File: src/design/ars_pkg.sv
package ars_pkg;

  localparam int unsigned ADDR_W = 64;

  typedef logic [ADDR_W-1:0] addr_t;

  // Command codes carried on cmd_i
  localparam logic CMD_INSERT = 1'b0;
  localparam logic CMD_QUERY  = 1'b1;

  // Outcome of one pass through the shared compare unit
  typedef struct packed {
    logic overlap;  // entry intersects the key range
    logic low_lt;   // entry low below merged low
    logic high_gt;  // entry high above merged high
  } cmp_res_t;

endpackage

File: src/design/ars_store.sv
module ars_store #(
  parameter int unsigned DEPTH = 16,
  parameter int unsigned IDX_W = $clog2(DEPTH)
) (
  input  logic                clk_i,
  input  logic                rd_en_i,
  input  logic [IDX_W-1:0]    rd_addr_i,
  output ars_pkg::addr_t      rd_low_o,
  output ars_pkg::addr_t      rd_high_o,
  input  logic                we_i,
  input  logic [IDX_W-1:0]    wr_addr_i,
  input  ars_pkg::addr_t      wr_low_i,
  input  ars_pkg::addr_t      wr_high_i
);
  import ars_pkg::*;

  addr_t mem_low  [DEPTH];
  addr_t mem_high [DEPTH];
  addr_t rd_low_q;
  addr_t rd_high_q;

  always_ff @(posedge clk_i) begin
    if (we_i) begin
      mem_low[wr_addr_i]  <= wr_low_i;
      mem_high[wr_addr_i] <= wr_high_i;
    end
  end

  always_ff @(posedge clk_i) begin
    if (rd_en_i) begin
      rd_low_q  <= mem_low[rd_addr_i];
      rd_high_q <= mem_high[rd_addr_i];
    end
  end

  assign rd_low_o  = rd_low_q;
  assign rd_high_o = rd_high_q;

endmodule

File: src/design/ars_cmp.sv
module ars_cmp (
  input  ars_pkg::addr_t   ent_low_i,
  input  ars_pkg::addr_t   ent_high_i,
  input  ars_pkg::addr_t   key_low_i,
  input  ars_pkg::addr_t   key_high_i,
  input  ars_pkg::addr_t   acc_low_i,
  input  ars_pkg::addr_t   acc_high_i,
  output ars_pkg::cmp_res_t res_o
);
  import ars_pkg::*;

  // Inclusive ranges intersect when each starts no later than the other ends
  always_comb begin
    res_o.overlap = (ent_low_i <= key_high_i) && (ent_high_i >= key_low_i);
    res_o.low_lt  = ent_low_i < acc_low_i;
    res_o.high_gt = ent_high_i > acc_high_i;
  end

endmodule

File: src/design/address_range_set.sv
// Channel   Ports                                               Dir  Beat when
// command   start_i, busy_o, cmd_i, base_address_i,             in   start_i && !busy_o
//           range_size_i, query_address_i
// result    done_o, contained_o, table_full_o                   out  done_o (one cycle)
//
// An insert of size zero returns its result in the cycle after the
// beat. Every other item sweeps the entry table through one shared compare
// unit, one entry per cycle, behind a memory with a registered read port:
// busy_o stays high until the sweep is done, and the result strobe comes
// as busy_o drops; the table walk sets how long busy_o stays high.
// Reset clears the sequencer, the outputs and all entry valid bits at once;
// the entry bounds are not reset and count only once their valid bit is set.
// The receiver cannot stall: a result is shown for exactly one cycle.
module address_range_set #(
  parameter int unsigned MAX_RANGES = 16
) (
  input  logic           clk_i,
  input  logic           rst_ni,
  input  logic           start_i,
  output logic           busy_o,
  input  logic           cmd_i,
  input  ars_pkg::addr_t base_address_i,
  input  ars_pkg::addr_t range_size_i,
  input  ars_pkg::addr_t query_address_i,
  output logic           done_o,
  output logic           contained_o,
  output logic           table_full_o
);
  import ars_pkg::*;

  localparam int unsigned IDX_W = $clog2(MAX_RANGES);
  localparam logic [IDX_W-1:0] LAST_IDX = IDX_W'(MAX_RANGES - 1);

  typedef enum logic [1:0] {
    ST_IDLE,
    ST_SCAN,
    ST_FIN
  } state_e;

  // Sequencer and control registers
  state_e            state_q, state_d;
  logic [IDX_W-1:0]  rd_idx_q, rd_idx_d;
  logic              rd_done_q, rd_done_d;
  logic              ev_pend_q, ev_pend_d;
  logic [IDX_W-1:0]  ev_idx_q, ev_idx_d;
  logic              hit_q, hit_d;
  logic              slot_ok_q, slot_ok_d;
  logic              free_ok_q, free_ok_d;
  logic [MAX_RANGES-1:0] valid_q, valid_d;
  logic              done_q, done_d;
  logic              contained_q, contained_d;
  logic              full_q, full_d;

  // Payload registers
  logic              cmd_q, cmd_d;
  addr_t             key_low_q, key_low_d;
  addr_t             key_high_q, key_high_d;
  addr_t             acc_low_q, acc_low_d;
  addr_t             acc_high_q, acc_high_d;
  logic [IDX_W-1:0]  slot_q, slot_d;
  logic [IDX_W-1:0]  free_q, free_d;

  logic              accept;
  addr_t             size_m1;
  addr_t             stop_addr;
  logic              rd_en;
  addr_t             ent_low;
  addr_t             ent_high;
  cmp_res_t          cmp_res;
  logic              we;
  logic [IDX_W-1:0]  wr_addr;

  assign accept = start_i && !busy_o;

  // Last address of an insert, saturated at all ones
  assign size_m1   = range_size_i - addr_t'(1);
  assign stop_addr = (size_m1 > ~base_address_i) ? '1 : base_address_i + size_m1;

  assign rd_en   = (state_q == ST_SCAN) && !rd_done_q;
  assign we      = (state_q == ST_FIN) && (cmd_q == CMD_INSERT) && (slot_ok_q || free_ok_q);
  assign wr_addr = slot_ok_q ? slot_q : free_q;

  ars_store #(
    .DEPTH (MAX_RANGES),
    .IDX_W (IDX_W)
  ) u_store (
    .clk_i     (clk_i),
    .rd_en_i   (rd_en),
    .rd_addr_i (rd_idx_q),
    .rd_low_o  (ent_low),
    .rd_high_o (ent_high),
    .we_i      (we),
    .wr_addr_i (wr_addr),
    .wr_low_i  (acc_low_q),
    .wr_high_i (acc_high_q)
  );

  ars_cmp u_cmp (
    .ent_low_i  (ent_low),
    .ent_high_i (ent_high),
    .key_low_i  (key_low_q),
    .key_high_i (key_high_q),
    .acc_low_i  (acc_low_q),
    .acc_high_i (acc_high_q),
    .res_o      (cmp_res)
  );

  always_comb begin
    state_d     = state_q;
    rd_idx_d    = rd_idx_q;
    rd_done_d   = rd_done_q;
    ev_pend_d   = 1'b0;
    ev_idx_d    = ev_idx_q;
    hit_d       = hit_q;
    slot_ok_d   = slot_ok_q;
    free_ok_d   = free_ok_q;
    valid_d     = valid_q;
    done_d      = 1'b0;
    contained_d = contained_q;
    full_d      = full_q;
    cmd_d       = cmd_q;
    key_low_d   = key_low_q;
    key_high_d  = key_high_q;
    acc_low_d   = acc_low_q;
    acc_high_d  = acc_high_q;
    slot_d      = slot_q;
    free_d      = free_q;

    case (state_q)
      ST_IDLE: begin
        if (accept) begin
          cmd_d     = cmd_i;
          rd_idx_d  = '0;
          rd_done_d = 1'b0;
          hit_d     = 1'b0;
          slot_ok_d = 1'b0;
          free_ok_d = 1'b0;
          if (cmd_i == CMD_QUERY) begin
            key_low_d  = query_address_i;
            key_high_d = query_address_i;
            state_d    = ST_SCAN;
          end else if (range_size_i == '0) begin
            // Empty insert: answer at once, table untouched
            done_d      = 1'b1;
            contained_d = 1'b0;
            full_d      = 1'b0;
          end else begin
            key_low_d  = base_address_i;
            key_high_d = stop_addr;
            acc_low_d  = base_address_i;
            acc_high_d = stop_addr;
            state_d    = ST_SCAN;
          end
        end
      end

      ST_SCAN: begin
        // Issue the next read; the data of the last read is evaluated now
        if (!rd_done_q) begin
          ev_pend_d = 1'b1;
          ev_idx_d  = rd_idx_q;
          if (rd_idx_q == LAST_IDX) begin
            rd_done_d = 1'b1;
          end else begin
            rd_idx_d = rd_idx_q + IDX_W'(1);
          end
        end
        if (ev_pend_q) begin
          if (valid_q[ev_idx_q]) begin
            if (cmp_res.overlap) begin
              hit_d = 1'b1;
              if (cmd_q == CMD_INSERT) begin
                // Fold the entry into the merged range and drop it
                if (cmp_res.low_lt) begin
                  acc_low_d = ent_low;
                end
                if (cmp_res.high_gt) begin
                  acc_high_d = ent_high;
                end
                valid_d[ev_idx_q] = 1'b0;
                if (!slot_ok_q) begin
                  slot_ok_d = 1'b1;
                  slot_d    = ev_idx_q;
                end
              end
            end
          end else if (!free_ok_q) begin
            free_ok_d = 1'b1;
            free_d    = ev_idx_q;
          end
          if (rd_done_q) begin
            state_d = ST_FIN;
          end
        end
      end

      ST_FIN: begin
        done_d  = 1'b1;
        state_d = ST_IDLE;
        if (cmd_q == CMD_QUERY) begin
          contained_d = hit_q;
          full_d      = 1'b0;
        end else begin
          contained_d = 1'b0;
          full_d      = !(slot_ok_q || free_ok_q);
          if (we) begin
            valid_d[wr_addr] = 1'b1;
          end
        end
      end

      default: begin
        state_d = ST_IDLE;
      end
    endcase
  end

  always_ff @(posedge clk_i or negedge rst_ni) begin
    if (!rst_ni) begin
      state_q     <= ST_IDLE;
      rd_idx_q    <= '0;
      rd_done_q   <= 1'b0;
      ev_pend_q   <= 1'b0;
      ev_idx_q    <= '0;
      hit_q       <= 1'b0;
      slot_ok_q   <= 1'b0;
      free_ok_q   <= 1'b0;
      valid_q     <= '0;
      done_q      <= 1'b0;
      contained_q <= 1'b0;
      full_q      <= 1'b0;
    end else begin
      state_q     <= state_d;
      rd_idx_q    <= rd_idx_d;
      rd_done_q   <= rd_done_d;
      ev_pend_q   <= ev_pend_d;
      ev_idx_q    <= ev_idx_d;
      hit_q       <= hit_d;
      slot_ok_q   <= slot_ok_d;
      free_ok_q   <= free_ok_d;
      valid_q     <= valid_d;
      done_q      <= done_d;
      contained_q <= contained_d;
      full_q      <= full_d;
    end
  end

  always_ff @(posedge clk_i) begin
    cmd_q      <= cmd_d;
    key_low_q  <= key_low_d;
    key_high_q <= key_high_d;
    acc_low_q  <= acc_low_d;
    acc_high_q <= acc_high_d;
    slot_q     <= slot_d;
    free_q     <= free_d;
  end

  assign busy_o       = (state_q != ST_IDLE);
  assign done_o       = done_q;
  assign contained_o  = contained_q;
  assign table_full_o = full_q;

endmodule

File: config.mk
export PLATFORM = sky130hd
export DESIGN_NAME = address_range_set
export DESIGN_NICKNAME = d
export VERILOG_FILES = /design/src/design/ars_pkg.sv /design/src/design/ars_store.sv /design/src/design/ars_cmp.sv /design/src/design/address_range_set.sv
export SDC_FILE = /design/constraint.sdc
export NUM_CORES = 2
export LEC_CHECK = 0
export BUFFER_PORTS_ARGS = -buffer_cell sky130_fd_sc_hd__clkbuf_2
export CAP_MARGIN = 20
export CORE_UTILIZATION = 40
export CTS_CLUSTER_DIAMETER = 40
export DETAILED_ROUTE_END_ITERATION = 6
export GPL_ROUTABILITY_DRIVEN = 1
export SLEW_MARGIN = 20
export SYNTH_ARGS = -nofsm -noshare
export SYNTH_HDL_FRONTEND = slang
export SYNTH_SLANG_ARGS = --single-unit
export TNS_END_PERCENT = 1
File: constraint.sdc
create_clock -name clk_i -period 14.7 [get_ports clk_i]
set_input_delay 1.47 -clock clk_i [delete_from_list [all_inputs] [get_ports clk_i]]
set_output_delay 1.47 -clock clk_i [all_outputs]
set_load 0.02 [all_outputs]
Word level (Yosys, flattened, before mapping)
Memories as Yosys holds them, arrays and structs flattened. A register that Yosys moved wholly into a read port is not among the register bits.
Cells that the tools add are included.
{"block": "word_totals", "reg_bits": 299, "latch_bits": 0, "ram_bits": 2048, "rom_bits": 0, "out_inout_bits": 4, "elab_cells": 171, "n_memories": 2}
{"block": "op_classes", "addsub": 3, "mul": 0, "div": 0, "order_cmp": 9, "n_eq_ne": 21, "n_shift": 0, "mux": 76, "bitwise": 9, "n_reduce_logical": 32}
{"name": "u_store.mem_high", "depth": 16, "width": 64, "read_ports": 1, "rd_ports_with_merged_regs": 1, "write_ports": 1, "line_no": "ars_store.sv:18", "text": "addr_t mem_high [DEPTH];"}
{"name": "u_store.mem_low", "depth": 16, "width": 64, "read_ports": 1, "rd_ports_with_merged_regs": 1, "write_ports": 1, "line_no": "ars_store.sv:17", "text": "addr_t mem_low [DEPTH];"}
{"operator": "$mux W64", "count": 19}
{"operator": "$pmux W64 S2", "count": 2}
{"operator": "$gt A64 B64 Y1", "count": 2}
{"operator": "$mux W16", "count": 6}
{"operator": "$add A64 B64 Y64", "count": 1}
{"operator": "$ge A64 B64 Y1", "count": 1}
{"operator": "$le A64 B64 Y1", "count": 1}
{"operator": "$logic_not A64 Y1", "count": 1}
{"operator": "$lt A64 B64 Y1", "count": 1}
{"operator": "$not A64 Y64", "count": 1}
{"operator": "$sub A64 B1 Y64 const B", "count": 1}
{"operator": "$pmux W16 S2", "count": 1}
{"operator": "$ne A2 B2 Y1 const B", "count": 15}
{"operator": "$mux W1", "count": 27}
{"operator": "$reduce_and A4 Y1", "count": 5}
{"operator": "$reduce_and A9 Y1", "count": 2}
{"operator": "$and A16 B16 Y16", "count": 1}
{"operator": "$mux W4", "count": 4}
{"operator": "$not A16 Y16", "count": 1}
{"operator": "$or A16 B16 Y16", "count": 1}
{"operator": "$pmux W1 S2", "count": 7}
{"operator": "$reduce_and A6 Y1", "count": 2}
{"operator": "$lt A4 B5 Y1 const B", "count": 2}
{"operator": "$mux W2", "count": 5}
{"operator": "21 further kinds", "count": 41}

Depth between registers and ports, before layout
{"block": "logic_depth", "depth_word": 11, "ltp_mapped": 24, "mapped_depth_nobuf": 20}

Modules after synthesis
A second synthesis with hierarchy kept.
{"block": "unflattened", "hier_cells": 6076, "hier_area_um2": 105145.8}
{"mod": "ars_store", "instances": 1, "cells_each": 3349, "area_per_inst_um2": 80712.4}
{"mod": "address_range_set", "instances": 1, "cells_each": 1838, "area_per_inst_um2": 18052.3}
{"mod": "ars_cmp", "instances": 1, "cells_each": 889, "area_per_inst_um2": 6381.1}

Worst setup path before layout
No wires, ideal clock.
{"block": "synth_path", "path_type": "input port to flip-flop", "start": "input port range_size_i[0]", "end": "register key_high_q[0], enable pin", "setup_ps": 617, "arrival_time_ps": 7898, "required_ps": 14083, "slack_ps": 6186, "cell_stages": 10, "path_buffers": 0, "path_cell_list": "inv_1 -> ha_1 -> nand2b_1 -> nor2_1 -> nand3_1 -> nor2_1 -> and4_1 -> and3_1 -> and2_1 -> nor2_1"}
{"block": "synth_via", "elab_chain_cells": 3}
{"element": "start, declared", "line_no": "address_range_set.sv:23", "text": "input ars_pkg::addr_t range_size_i,"}
{"element": "$logic_not A64 Y1", "line_no": "address_range_set.sv:142", "text": "end else if (range_size_i == '0) begin"}
{"element": "$ne A2 B2 Y1 (no source line)"}
{"element": "$reduce_and A3 Y1 (no source line)"}
{"element": "end signal, assigned", "line_no": "address_range_set.sv:251", "text": "key_high_q <= key_high_d;"}
{"element": "end, declared", "line_no": "address_range_set.sv:57", "text": "addr_t key_high_q, key_high_d;"}
Every way passes these cells.
A chain may end at the register's enable or synchronous reset.

Final worst setup path
{"block": "layout_path", "start": "input port range_size_i[11]", "end": "register key_high_q[62] (data pin)"}
{"block": "layout_via", "elab_chain_cells": 5}
{"element": "$sub A64 B1 Y64 *", "line_no": "address_range_set.sv:76", "text": "assign size_m1 = range_size_i - addr_t'(1);"}
{"element": "$add A64 B64 Y64 / $gt A64 B64 Y1 (equally long branches)", "line_no": "address_range_set.sv:77", "text": "assign stop_addr = (size_m1 > ~base_address_i) ? '1 : base_address_i + size_m1;"}
{"element": "$mux W64 *", "line_no": "address_range_set.sv:77"}
{"element": "$mux W64 *", "line_no": "address_range_set.sv:142"}
{"element": "$mux W64 *", "line_no": "address_range_set.sv:138", "text": "if (cmd_i == CMD_QUERY) begin"}
Every way passes the cells marked *; elsewhere a longest branch is shown, timed or not. The select of a mux whose other input is x is not followed.

==> flow_results.org <==
** Synth
- Synthesis instantiated 82 different standard cells from the library.
- Mean area per synthesized cell :: 15.85 um^2
- FFs w/ async S/R, synth :: 1.374%
- The synthesized netlist devotes 4.555% of its cell area to simple gates.
- Counting flops with a built-in enable in the synthesized netlist gives ~2,400.
- Sequential area share after synthesis :: 69.62%
- During synthesis, Yosys emitted a total of 0 warnings.
- Summing the areas of all compound-gate instances in the mapped netlist gives 7.708% of the synthesized area.
- Post-Synth Adder-Cell Area :: 3.802%
- The number of nets in the synthesized netlist is approximately 7,200.
- Measured against the total synthesized area, the mux share comes to 11.19%.
- Post-Synthesis Cell Area :: 106,500 um^2
- Cell taking the most area after synthesis :: sky130_fd_sc_hd__edfxtp_1
- Leading register cell type out of synthesis :: sky130_fd_sc_hd__edfxtp_1
- Combinational family with the most area after synthesis :: multiplexers
- Post-synthesis share of cell area spent on xor and xnor gates :: 0.9292%
- Most area-consuming cells after synthesis :: sky130_fd_sc_hd__edfxtp_1 (69%), sky130_fd_sc_hd__mux4_2 (5.5%), sky130_fd_sc_hd__ha_1 (3.8%)
- After synthesis the netlist holds a flip-flop and latch count of 2,475.
- Share of the synthesized area in the top cell type :: just under 70%
- The cell count after synthesis came out at approximately 6,700.

** Route
- Number of vias after detailed routing :: 63,750
- The first routing iteration left 6,706 violations.
- The first detailed-routing pass took 6 iterations.
- Post-route DRC violation count :: 0
- Count of antenna-violating nets left after detailed routing :: 0
- Vias per std cell :: between 5 and 6
- Dividing the detail-routed wire length by the instance count gives slightly above 30 um.
- Wire length reported by the detailed router :: 330.3 mm

** Final layout
- Footprint of the flip-flops and latches :: 74,170 um^2
- From synthesis to final layout, the design area changed by 16.94%.
- Nets :: 7,607
- Counting the fill cells in the layout gives around 23,000.
- Of the cells placed in the final design, the portion with a size suffix greater than 1 is between 10% and 20%.
- At the end of the flow the core is filled with cells to 47.02%.
- Multi-input logic area :: 30,250 um^2

** Timing
- Slew at the pin with the worst max-slew slack :: 1153 ps
- Share of the clock period used by the worst path after layout :: around 55%
- Timing-limited maximum frequency :: between 100 and 150 MHz
- Sum of negative setup slack :: 0 ps
- Setup violations remaining at the end of the flow were counted as 0.
- Relative slew slack :: roughly 23%
- Slew Viols, Final :: 0
- Setup repair after global routing left no endpoint under its margin.
- Crit path time final :: 8081 ps
- Across the routed clock network, the largest skew measured is ~90 ps.
- The hold violation total from the final report is 0.

** GRT
- The layer flagged by global routing as most heavily used is met2.
- Combined global-route utilization of all metal layers :: 24.20%
- Grt total ovfl :: 0
- The first global-routing pass estimated 465.7 mm of wire.
- Via count of the first global-routing pass :: about 63,000
- Global routing used 39.61% of the available met2 tracks.
- Initial antenna violation count :: 60
- Global-route track usage on met3 :: 3.516%
- Met1 Resource Use GR :: 30.63%
- Entering global routing, the biggest net connects between 100 and 150 pins.

** Floorplanning
- Measured along the y axis, the die boundary spans approximately 520 um.
- In this run the count of I/O pins placed on the die edge is 200.
- The die covers 268,300 um^2.
- Core area :: about 260,000 um^2
- Horizontal die dimension :: 518.0 um
- Row count :: 189
- Once the floorplan was initialized, standard cells occupied 40.21% of the core.

** Critical path
- Critical Path Slowest Stage Cell :: sky130_fd_sc_hd__nor4_2
- Walking the worst path, the cells encountered are clkbuf_2 > or4_1 > nor4_2 > nand3_1 > or3b_4 > nand2b_4 > nor2b_4 > nand2_4 > nor2_1 > xor2_1 > ha_1 > nand4_1 > or4_1 > nand2b_1 > nor3_1 > nor2_1 > a2bb2oi_1 > o21ai_4 > buf_4 > a2111oi_0 > a221oi_1.
- Longest individual stage delay on the worst path :: around 820 ps
- The critical path is of the in2reg type.
- At the worst endpoint, the required time is between 15,000 and 20,000 ps.
- STA classifies the critical path endpoint as a register.
- Max Fanout on Critical Path :: 64
- Reg2reg start :: ev_idx_q[0]
- Counting cells, the worst reg-to-reg path comes to 11.
- The endpoint identified for the worst register-to-register timing path is acc_high_q[60].
- Critical path arrival :: 8710 ps
- The worst setup path is launched from a primary input.
- Worst reg2reg setup slack :: 7990 ps

** Clock tree
- The clock passes through at most 4 buffers.
- Post-cts gate resize count :: 0
- Deepest level of the CTS H-tree :: 5
- Clock-pin slew was measured on the worst setup and hold paths at around 50 ps.
- Counting every sink on the clock net gives around 2,500.
- Clock tree from TritonCTS :: done
- Clock insertion delay at the later pin of the skew report :: ~980 ps
- In this run the post-CTS setup repair buffer count came out at 0.
- Number of hold-repair buffers added at the cts stage :: 0
- The tree is rooted in a sky130_fd_sc_hd__clkbuf_16.
- Buffers inserted during clock tree synthesis total 366.

** Outcome
- The run finished with clean final reports.

** Power and ir drop
- Worst IR Drop VDD :: 149.7 uV
- Total power per unit cell area :: between 150 and 200 nW/um^2
- Leakage Power :: 43.90 nW

** Min path
- Endpoint of the worst hold path :: valid_q[2]
- Hold path cells :: 1
- Hold path startpoint :: valid_q[2]
- The tightest min-delay check is of the reg2reg type.

** Placement
- DPL Wire Length :: 202.9 mm
- At the end of routability-driven placement, the weighted congestion stood at 0.9712.
- Number of buffers inserted by port buffering :: 199

** Flow run
- Max-cap violations in this run came to 0.
-- sequential cells by signal, indices dropped and copies added (netlist names), 2 cells and up --
signal / count
valid_q: 16
rd_idx_q: 4
acc_high_q: 64
slot_q: 4
free_q: 4
u_store.rd_low_o: 64
u_store.mem_low: 1024
state_q: 2
key_low_q: 64
ev_idx_q: 4
u_store.rd_high_o: 64
key_high_q: 64
acc_low_q: 64
u_store.mem_high: 1024
-- kinds of logic (layout without fill, tap and decap cells) --
group,count (synthesis),in the layout
buffers and inverters,620,1267
AO/OA/AOI/OAI,1284,1284
multiplexers,840,840
other,0,35
adder cells (fa/ha/maj),323,323
XOR/XNOR,113,113
flip-flops,2475,2475
AND/OR/NAND/NOR,1065,1065
-- how the worst max path moves through the flow --
stage	startpoint	end	slack [ps]	cells past startpoint
after floorplan	range_size_i[0]	key_high_q[0]	6190	10
after global placement	range_size_i[11]	acc_high_q[42]	5990	22
after detailed placement	range_size_i[11]	key_high_q[62]	5880	21
after CTS	range_size_i[11]	key_high_q[62]	6860	21
after global routing	range_size_i[11]	acc_high_q[42]	6400	22
final	range_size_i[11]	key_high_q[62]	6620	21
-- per-stage QoR --
stage / instances / hold slack [ps] / worst slack (ps) / power (mW) / instance area (um^2)
2_1_floorplan: 6720 / 436.8 / 6186 / 12.38 / 106500
3_3_place_gp: 10250 / 455.6 / 5987 / 14.03 / 111900
3_5_place_dp: 10250 / 460.3 / 5883 / 14.11 / 112000
4_1_cts: 10900 / 472.5 / 6861 / 22.91 / 124400
5_1_grt: 10930 / 485.3 / 6403 / 23.65 / 124500
6_report: 10940 / 473.7 / 6619 / 22.83 / 124500
-- cells in the final DEF (no fill, tap or decap), drive strengths merged, types with 73 or more instances in the layout --
cell	count
nor2	276
a221oi	138
a21oi	338
inv	370
clkbuf	594
nor3	73
nand2	450
ha	322
a22oi	128
mux2i	384
a21o	106
mux2	195
clkinv	91
buf	121
o21ai	351
mux4	261
edfxtp	2441
-- power breakdown --
group	leakage (nW)	internal, mW	switching, mW
Sequential	22.4	8.46	0.593
Clock	5.93	5.51	3.32
Combinational	15.5	1.97	2.97
Total	43.9	15.9	6.89
-- Yosys cell counts, types with 15 or more instances --
library cell                   n
sky130_fd_sc_hd__edfxtp_1   2441
sky130_fd_sc_hd__nand2_1     449
sky130_fd_sc_hd__mux2i_1     384
sky130_fd_sc_hd__o21ai_0     349
sky130_fd_sc_hd__a21oi_1     338
sky130_fd_sc_hd__ha_1        322
sky130_fd_sc_hd__inv_1       301
sky130_fd_sc_hd__nor2_1      276
sky130_fd_sc_hd__mux4_2      261
sky130_fd_sc_hd__clkbuf_1    253
sky130_fd_sc_hd__mux2_2      195
sky130_fd_sc_hd__a221oi_1    138
sky130_fd_sc_hd__a22oi_1     128
sky130_fd_sc_hd__a21o_1      106
sky130_fd_sc_hd__nor3_1       72
sky130_fd_sc_hd__nand4_1      65
sky130_fd_sc_hd__xor2_1       65
sky130_fd_sc_hd__buf_1        57
sky130_fd_sc_hd__xnor2_1      48
sky130_fd_sc_hd__nand3_1      37
sky130_fd_sc_hd__dfrtp_1      34
sky130_fd_sc_hd__a31oi_1      31
sky130_fd_sc_hd__nor4_1       27
sky130_fd_sc_hd__o211ai_1     27
sky130_fd_sc_hd__a211oi_1     24
sky130_fd_sc_hd__and3_1       19
sky130_fd_sc_hd__nand2b_1     19
sky130_fd_sc_hd__nor2b_1      19
sky130_fd_sc_hd__a2111oi_0    17
sky130_fd_sc_hd__a2bb2oi_1    16
sky130_fd_sc_hd__and2_1       15
sky130_fd_sc_hd__o21a_1       15
-- per-layer routing --
layer  wire [um]  up-vias  part of all wire [%]
met5          35        -                 0.011
met4       19600        4                   5.9
met3       20420      685                   6.2
met2      160200     2613                    48
met1      130100    33080                    39
li1            -    27370                     -
-- critical path: cells and delay by family --
kind                     cells  cell delay (ps)
adder cells (fa/ha/maj)      1              480
XOR/XNOR                     1               80
buffers and inverters        2              540
AO/OA/AOI/OAI                4             1100
AND/OR/NAND/NOR             13             5030
-- cell type report --
| cell class | instances | area share [%] |
|---|---|---|
| inverters | 301 | 0.9092 |
| well taps | 3533 | 3.549 |
| multi-input cells | 3625 | 24.29 |
| clock inverters | 251 | 2.406 |
| repair buffers | 319 | 1.696 |
| clock buffers | 396 | 7.529 |
| flip-flops and latches | 2475 | 59.55 |
| diodes | 35 | 0.07032 |
(Power assumes the default switching activity.)
